<file path="src/hw/rtl/ievwa_pkg.sv">
// Package for the interval event window accumulator.
// Action and status codes, sequencer states and fixed field widths.
// No dependencies.
package ievwa_pkg;

  localparam int ACT_W = 3;
  localparam int AMT_W = 32;
  localparam int VAL_W = 48;
  localparam int STS_W = 2;

  localparam logic [ACT_W-1:0] ACT_ADD    = 3'd0;
  localparam logic [ACT_W-1:0] ACT_SUM    = 3'd1;
  localparam logic [ACT_W-1:0] ACT_RECENT = 3'd2;
  localparam logic [ACT_W-1:0] ACT_EXPIRE = 3'd3;
  localparam logic [ACT_W-1:0] ACT_PRUNE  = 3'd4;

  localparam logic [STS_W-1:0] STS_OK   = 2'd0;
  localparam logic [STS_W-1:0] STS_FULL = 2'd1;
  localparam logic [STS_W-1:0] STS_SAT  = 2'd2;

  typedef enum logic [6:0] {
    S_IDLE = 7'b0000001,
    S_RD   = 7'b0000010,
    S_EV   = 7'b0000100,
    S_ACC  = 7'b0001000,
    S_DVS  = 7'b0010000,
    S_DIV  = 7'b0100000,
    S_OUT  = 7'b1000000
  } state_t;

endpackage

</file>
<file path="src/hw/rtl/ievwa_div.sv">
// Restoring unsigned divider, one quotient bit per cycle.
// Uses ievwa_pkg only for house consistency of types; standalone otherwise.
module ievwa_div
  import ievwa_pkg::*;
#(
  parameter int NW = 80,
  parameter int DW = 40
) (
  input  logic          clk,
  input  logic          rst,
  input  logic          start,
  input  logic [NW-1:0] num,
  input  logic [DW-1:0] den,
  output logic          busy,
  output logic          done,
  output logic [NW-1:0] quo
);

  localparam int CNT_W = $clog2(NW + 1);

  logic [CNT_W-1:0] cnt;
  logic [NW-1:0]    nq;
  logic [DW-1:0]    rem;
  logic [DW-1:0]    dr;
  logic [DW:0]      rs;
  logic [DW:0]      diff;
  logic             qbit;

  // shift in next numerator bit, trial subtract
  always_comb begin
    rs   = {rem, nq[NW-1]};
    diff = rs - {1'b0, dr};
    qbit = (rs >= {1'b0, dr});
  end

  // control
  always_ff @(posedge clk) begin
    if (rst) begin
      busy <= 1'b0;
      done <= 1'b0;
      cnt  <= '0;
    end else begin
      done <= 1'b0;
      if (start) begin
        busy <= 1'b1;
        cnt  <= CNT_W'(NW);
      end else if (busy) begin
        cnt <= cnt - CNT_W'(1);
        if (cnt == CNT_W'(1)) begin
          busy <= 1'b0;
          done <= 1'b1;
        end
      end
    end
  end

  // datapath: quotient bits fill nq from the bottom
  always_ff @(posedge clk) begin
    if (start) begin
      nq  <= num;
      rem <= '0;
      dr  <= den;
    end else if (busy) begin
      nq  <= {nq[NW-2:0], qbit};
      rem <= qbit ? diff[DW-1:0] : rs[DW-1:0];
    end
  end

  assign quo = nq;

endmodule

</file>
<file path="config.mk">
export PLATFORM = sky130hd
export DESIGN_NAME = ievwa_div
export DESIGN_NICKNAME = d
export VERILOG_FILES = /design/src/hw/rtl/ievwa_pkg.sv /design/src/hw/rtl/ievwa_div.sv
export SDC_FILE = /design/constraint.sdc
export NUM_CORES = 1
export LEC_CHECK = 0
export BUFFER_PORTS_ARGS = -buffer_cell sky130_fd_sc_hd__buf_2
export CORE_ASPECT_RATIO = 1.5
export CORE_MARGIN = 2
export CORE_UTILIZATION = 30
export DETAILED_ROUTE_END_ITERATION = 6
export SKIP_CTS_REPAIR_TIMING = 1
export SYNTH_ARGS = -nofsm -noshare
export SYNTH_HDL_FRONTEND = slang
export SYNTH_SLANG_ARGS = --single-unit
export TNS_END_PERCENT = 50
</file>
<file path="constraint.sdc">
create_clock -name clk -period 8.8 [get_ports clk]
set_input_delay 1.76 -clock clk [delete_from_list [all_inputs] [get_ports clk]]
set_output_delay 1.76 -clock clk [all_outputs]
set_load 0.1 [all_outputs]
</file>
# Word level (Yosys, flattened, before mapping)
# Cells that the tools add are included.
# word_totals
ff_bits	169
elab_cells	24
inputBits	123
out_inout_bits	82
# classes
addsub	2
n_eq_ne	1
n_reduce_logical	3
n_mux	9
order_cmp	1
n_bitwise	1
# op_table
op	count
80-bit 2-to-1 mux	2
41-bit by 40-bit greater-or-equal comparator with 1-bit output	1
40-bit 2-to-1 mux	1
40-bit subtractor	1
7-bit 2-to-1 mux	2
7-bit by 1-bit == test with 1-bit output, second input constant	1
7-bit by 1-bit subtractor with 7-bit output, second input constant	1
1-bit 2-to-1 mux	4
3-bit OR reduction	1
2-bit nonzero test	1
2-bit OR reduction	1
1-bit NOT	1

# Depth between registers and ports, before layout
# Gate-level depths: netlist of run 1.
# logic_depth
word_depth	4
depth_mapped	15
depth_no_buf	13

# Worst setup path after synthesis of run 1
# Ideal clock, no wire load.
# synth_timing
path_kind	input to register
start	input start
end	register nq[0] (netlist: quo[0]), enable pin
setup_time_ns	0.404
slack_ns	4.665
stages	4
path_buffers	3
arrival_ns	3.731
required_time_ns	8.396
path_cell_list	clkbuf_1 -> clkbuf_1 -> clkbuf_1 -> or2_2
# synth_via
elab_chain_cells	1
# synth_rtl
item	line_no	source
start: declaration	ievwa_div.sv:11	input logic start,
2-bit nonzero test (no line)	--	
end signal: assignment	ievwa_div.sv:60	nq <= num;
end signal: assignment	ievwa_div.sv:64	nq <= {nq[NW-2:0], qbit};
end: declaration	ievwa_div.sv:22	logic [NW-1:0] nq;
# No other way between the ends.
# A chain may end at the register's enable or synchronous reset.

# Worst setup path in the final report of run 1
# layout_timing
start	register dr[4]
end	register rem[27]
# layout_via
elab_chain_cells	2
word_cells_on_any_way	3
cone_classes	1 x add/sub; 1 x order compare; 1 x mux
# layout_rtl
item	line_no	source
start: declaration	ievwa_div.sv:24	logic [DW-1:0] dr;
start signal: assignment	ievwa_div.sv:62	dr <= den;
40-bit subtractor / 41-bit by 40-bit greater-or-equal comparator with 1-bit output (equally long branches)	ievwa_div.sv:32, ievwa_div.sv:33	
40-bit 2-to-1 mux *	ievwa_div.sv:65	rem <= qbit ? diff[DW-1:0] : rs[DW-1:0];
end signal: assignment	ievwa_div.sv:65	
end: declaration	ievwa_div.sv:23	logic [DW-1:0] rem;
# Mark *: on every way between the ends. The rest lies on a longest branch, timed or not.

==> reports/results.ini, run 1 <==
[placed_design]
dp.cells = 1397
io_buffer_count = 204
pre_cts_ws_ns = 5.11
gp_congestion = 0.834
hpwlAfterDp_um = 17500

[drt]
routed_wl_um = 23700
ant_nets = 0
drt_iter0_drc = 271
num_vias = 6918
dr.pass1.iters = 4
vias_per_cell = 4.84
routedWlPerCell_um = 16.6
drc = 0

[pwr]
swShare = 0.368
power_density_mw_per_mm2 = 229
p_total_uw = 2540
seq_power_share = 0.389
comb_power_share = 0.304
p_switching_uw = 936
p_leak_uw = 0.00461
clockPowerShare = 0.307
cellInternalPower_uw = 1610
ir_drop_mv = 0.223

[worst_hold_path]
min_path_type = flip-flop to flip-flop
worstHoldStart = rem[36]$_SDFFE_PP0P_

[synthesis]
async_flop_share = 0
syn-num-nets = 996
yosysTopAreaCellShare = 0.396
ys_ff_latch = 169
synthTopCellsByArea = edfxtp_1, dfxtp_1, mux2_2
synth_top_area_cell = edfxtp_1
netlist_instances = 830
postSynthAreaPerCell_sq_um = 11.0
netlist_top_cells_count = edfxtp_1, nor2_1, mux2_2, a21oi_1, inv_1
synth_area_sq_mm = 0.00910
ys_types = 64
yosysSeqAreaShare = 0.504
synth_warnings = 0
yosysMostFrequentCell = edfxtp_1
synth_edf_count = 120
synth_ff_type = edfxtp_1

[sta]
finalWorstSetupSlack_ns = 5.30
finClkSkew_ns = 0.00861
final-setup-viol-count = 0
drv_slew = 0
clock.fmax_ghz = 0.285
finalHoldViolations = 0
period_minus_slack_ns = 3.50
tightest_slew_ns = 1.04
rsz0062_at_grt = false
setup_tns_ns = 0
slew_headroom = 0.310
min_period_over_period = 0.398

[final_layout]
post_layout_nonfiller_instances = 1428
fill_cells = 3115
drive_gt1_frac = 0.321
diodes = 0
area_growth_syn_to_layout_pct = 21.8
layout.nets = 1182
postLayoutCoreUtil = 0.369

[run_status]
status = complete, no violations

[clock_tree]
cts_max_path_buffers = 2
ctsHtreeMaxLevel = 4
cts_tree = yes
path_clk_slew_ns = 0.07
cts_root_buffer = clkbuf_16
cts_sinks = 169
cts_buffers = 17
clkLatencyLatePin_ns = 0.45

[global_route]
grt_max_degree = 82
grt_use_total = 0.150
grt_pass1_wl_um = 37100
grt_pass1_vias = 7236
gr-total-overflow = 0
grt_antenna_before_repair = 2

[worst_setup_path]
cp.required_ns = 9.15
r2r-start = dr[4]$_DFFE_PP_
crit_path_top_delay_cell = or3b_1
critPathKind = flip-flop to flip-flop
critPathTopFamily = compound AO/OA/AOI/OAI gates
crit_fanout = 72
slowest_delay_ns = 0.45
setup.worst_path.start_class = flip-flop
worstSetupStartpoint = dr[4]$_DFFE_PP_
worstPathArrival_ns = 3.86
crit_buf_inv = 2
crit_chain = inv_1, ha_1, and3_1, o21a_2, o21a_4, a31o_4, a21oi_2, o41a_4, o31a_2, buf_4, or3b_1, a311oi_1
crit_path_end_kind = flip-flop

[floorplanning]
die_h_um = 217
num_rows = 78
die_area_sq_mm = 0.0318
start_util = 0.303
pin_count = 205
core_sq_mm = 0.0301
die_w_um = 146

[run]
max_cap_viol_count = 0

==> final timing paths <==
path	endpoint	slack [ns]	cells after the start
worst max-delay path	rem[27]$_SDFFE_PP0P_	5.30	12
worst max register to register	rem[27]$_SDFFE_PP0P_	5.30	12
worst min-delay path	rem[36]$_SDFFE_PP0P_	0.50	2
worst min register to register	rem[36]$_SDFFE_PP0P_	0.50	2
==> cell usage in the layout (no fill, tap or decap), types with 10 or more instances in the layout <==
master / count
ha_1: 42
inv_1: 52
nor3_1: 15
clkbuf_16: 17
a211oi_1: 37
xnor2_1: 25
a21o_1: 15
o21bai_1: 13
dfxtp_1: 48
buf_2: 203
xor2_1: 14
edfxtp_1: 120
nand2b_1: 10
nand2_1: 36
mux2_2: 79
o21ai_0: 20
nor2_1: 84
a21oi_1: 72
mux2i_1: 10
nand4_1: 11
==> through the flow <==
stage | area (sq um) | hold WS [ns]
final | 11100 | 0.497
after global routing | 11100 | 0.520
after CTS | 11100 | 0.501
after detailed placement | 10500 | 0.488
after global placement | 10500 | 0.482
after floorplan | 9100 | 0.468
==> registers in the layout (all words and copies together) (netlist names) <==
| name | flops |
|---|---|
| busy | 1 |
| done | 1 |
| dr | 40 |
| quo | 80 |
| rem | 40 |
| cnt | 7 |
==> cell type report <==
cell class,instances,area [sq um],area share
Clock inverter,14,171,0.0155
Tap cell,400,500,0.0451
Inverter,53,199,0.0179
Multi-Input combinational cell,566,4140,0.373
Sequential cell,169,4590,0.414
Clock buffer,17,425,0.0384
Timing Repair Buffer,209,1060,0.0960
==> power groups by stage <==
| stage | clock network, uW | logic [uW] | registers, uW |
|---|---|---|---|
| 6_report | 781 | 774 | 988 |
| 5_1_grt | 829 | 829 | 998 |
| 4_1_cts | 805 | 778 | 990 |
| 3_5_place_dp | 0 | 776 | 1000 |
| 3_3_place_gp | 0 | 771 | 1010 |
| 2_1_floorplan | 0 | 343 | 1280 |
==> kinds of logic (layout without fill, tap and decap cells) <==
family / Yosys count / in the layout / share of synthesized area
AOI/OAI and AO/OA: 197 / 197 / 0.144
adders and majority gates: 43 / 43 / 0.0599
and+or+nand+nor: 198 / 198 / 0.104
DFF: 169 / 169 / 0.504
xor gates and xnor gates: 39 / 39 / 0.0375
muxes: 89 / 89 / 0.109
buffers and inverters: 95 / 293 / 0.0419
==> worst register-to-register path, stage by stage, from the launching register on <==
cell and delay, ns:
edfxtp_1 0.33, inv_1 0.05, ha_1 0.37, and3_1 0.20, o21a_2 0.16, o21a_4 0.19, a31o_4 0.19, a21oi_2 0.09
o41a_4 0.41, o31a_2 0.34, buf_4 0.34, or3b_1 0.48, a311oi_1 0.26
==> layer usage <==
| layer | up-vias | share of wire | GRT usage |
|---|---|---|---|
| li1 | 3422 | - | - |
| met1 | 3265 | 0.39 | 0.157 |
| met2 | 202 | 0.52 | 0.279 |
| met3 | 25 | 0.065 | 0.0549 |
| met4 | 4 | 0.016 | 0.0447 |
| met5 | - | 0.00080 | 0 |
Note: power is estimated with default switching activity, not from simulation.
==> inputs of run 2 (changes only) <==
- clock period: 8.8 -> 3.1 ns (I/O delays scaled with it)
==> reports/results.ini, run 2 (synthesized netlist as in run 1, its figures left out) <==
[clock_tree]
cts_root_buffer = clkbuf_16
cts_max_path_buffers = 2  ; unchanged
cts_buffers = 17  ; unchanged
clkLatencyLatePin_ns = 0.44  ; about the same
ctsHtreeMaxLevel = 4  ; unchanged
path_clk_slew_ns = 0.07  ; about the same
cts_sinks = 169  ; unchanged
cts_tree = yes

[floorplanning]
pin_count = 205  ; unchanged
die_area_sq_mm = 0.0318  ; unchanged
die_w_um = 146  ; unchanged
die_h_um = 217  ; unchanged
core_sq_mm = 0.0301  ; unchanged
start_util = 0.303  ; unchanged
num_rows = 78  ; unchanged

[final_layout]
postLayoutCoreUtil = 0.379  ; +0.0106
largest_register_ffs = 80  ; unchanged
layout.nets = 1208  ; +2.2%
area_growth_syn_to_layout_pct = 25.3
final_cell_mix = buf_2, edfxtp_1, nor2_1, mux2_2, a21oi_1
drive_gt1_frac = 0.354  ; +0.0325
post_layout_nonfiller_instances = 1456  ; +2.0%
final_common_cell = buf_2

[worst_setup_path]
reg2reg_slack_ns = 0.13  ; -5.17 ns
crit_fanout = 6  ; -92%
r2r-start = dr[3]$_DFFE_PP_
reg2reg_to = rem[27]$_SDFFE_PP0P_
setup.worst_path.start_class = flip-flop
crit_path_end_kind = flip-flop
worstRegToRegCells = 11  ; -1
critPathKind = flip-flop to flip-flop
cp.required_ns = 3.45  ; -5.70 ns
worstPathArrival_ns = 3.32  ; -0.54 ns

[worst_hold_path]
min_path_type = input port to flip-flop
min_path_cells = 1  ; -1
worstHoldStart = den[17]
hold_end = dr[17]$_DFFE_PP_

[sta]
final-setup-viol-count = 0  ; unchanged
drv_slew = 0  ; unchanged
rsz0062_at_grt = false
setup_tns_ns = 0  ; unchanged
finClkSkew_ns = 0.0106  ; +0.00200 ns
tightest_slew_ns = 0.820  ; -0.215 ns
finalWorstSetupSlack_ns = 0.128  ; -5.17 ns
slew_headroom = 0.453  ; +0.143
min_period_over_period = 0.959  ; +0.560
period_minus_slack_ns = 2.97  ; -0.533 ns
finalHoldViolations = 0  ; unchanged
clock.fmax_ghz = 0.336  ; +18%

[pwr]
p_total_uw = 7220  ; +180%
power_density_mw_per_mm2 = 633  ; +180%
comb_power_share = 0.322  ; +0.018
ir_drop_mv = 0.430  ; +93%
cellInternalPower_uw = 4500  ; +180%
p_switching_uw = 2720  ; +190%
clockPowerShare = 0.291  ; -0.016
seq_power_share = 0.387  ; -0.002
p_leak_uw = 0.00479  ; +4.0%
swShare = 0.377  ; +0.00879

[run_status]
status = complete, no violations

[drt]
drc = 0  ; unchanged
num_vias = 7047  ; +1.9%
routedWlPerCell_um = 16.2  ; -2.1%
routed_wl_um = 23600  ; -0.18%
drt_iter0_drc = 207  ; -24%
ant_nets = 0  ; unchanged
vias_per_cell = 4.84  ; about the same
dr.pass1.iters = 4  ; unchanged

[global_route]
grt_max_degree = 79  ; -3.7%
grt_pass1_wl_um = 38100  ; +2.6%
grt_antenna_before_repair = 5  ; +3
gr-total-overflow = 0  ; unchanged
grt_pass1_vias = 7381  ; +2.0%
grt_use_total = 0.154  ; +0.00366

[placed_design]
pre_cts_ws_ns = -0.0267  ; -5.13 ns
hpwlAfterDp_um = 17700  ; +0.89%
io_buffer_count = 204  ; unchanged
gp_congestion = 0.880  ; +5.6%
dp.cells = 1422  ; +1.8%

[run]
max_cap_viol_count = 0  ; unchanged

## run 2: cell count changes in the layout (fill, tap and decap cells not counted), moves of 3 or more
cell | before | now
buf_4 | 5 | 26
buf_12 | 0 | 5
inv_6 | 2 | 7
a211oi_1 | 37 | 33
a211oi_2 | 0 | 4
ha_1 | 42 | 38
ha_2 | 0 | 3
## run 2: how the worst max path moves through the flow
stage                                  from              endpoint  slack, ns
after floorplan           quo[79]$_DFFE_PP_  rem[27]$_SDFFE_PP0P_      -0.29
after global placement      dr[4]$_DFFE_PP_  rem[27]$_SDFFE_PP0P_       0.05
after detailed placement    dr[3]$_DFFE_PP_  rem[27]$_SDFFE_PP0P_      -0.03
after CTS                   dr[4]$_DFFE_PP_  rem[27]$_SDFFE_PP0P_      -0.07
after global routing      quo[79]$_DFFE_PP_  rem[38]$_SDFFE_PP0P_      0.006
final                       dr[3]$_DFFE_PP_  rem[27]$_SDFFE_PP0P_       0.13
## run 2: routing by layer
layer  vias up  routed length [um]  track usage
met3        55                1540       0.0522
li1       3478                   -            -
met5         -                  33            0
met4         6                 932       0.0780
met1      3266                8960        0.161
met2       242               12200        0.274
## run 2: final cells by class
| class | instances | area [sq um] |
|---|---|---|
| Fill cell | 3059 | 18700 |
| Sequential cell | 169 | 4590 |
| Multi-Input combinational cell | 566 | 4230 |
| Timing Repair Buffer | 235 | 1320 |
| Tap cell | 400 | 500 |
| Clock buffer | 17 | 425 |
| Inverter | 53 | 199 |
| Clock inverter | 15 | 138 |
| Antenna cell | 1 | 2.50 |
## run 2: critical path, stage by stage, from the launching register on
cell and delay, ns:
edfxtp_1 0.32, inv_1 0.04, ha_1 0.35, and3_1 0.20, o21a_2 0.16, o21a_4 0.17, a31o_4 0.19, a21oi_2 0.07
o41a_4 0.36, o31a_4 0.35, or3b_1 0.38, a311oi_1 0.28
## run 2: power groups by stage
stage	logic (uW)	registers (uW)	clock network, uW
finish	2320	2790	2100
global route	2490	2820	2260
CTS	2310	2800	2190
detailed placement	2310	2840	0
global placement	2300	2840	0
floorplan	979	3630	0
## run 2: stage by stage
step / cell area [sq um] / hold slack, ns
2_1_floorplan: 9120 / 0.468
3_3_place_gp: 10800 / 0.481
3_5_place_dp: 10800 / 0.490
4_1_cts: 11300 / 0.310
5_1_grt: 11400 / 0.320
6_report: 11400 / 0.346
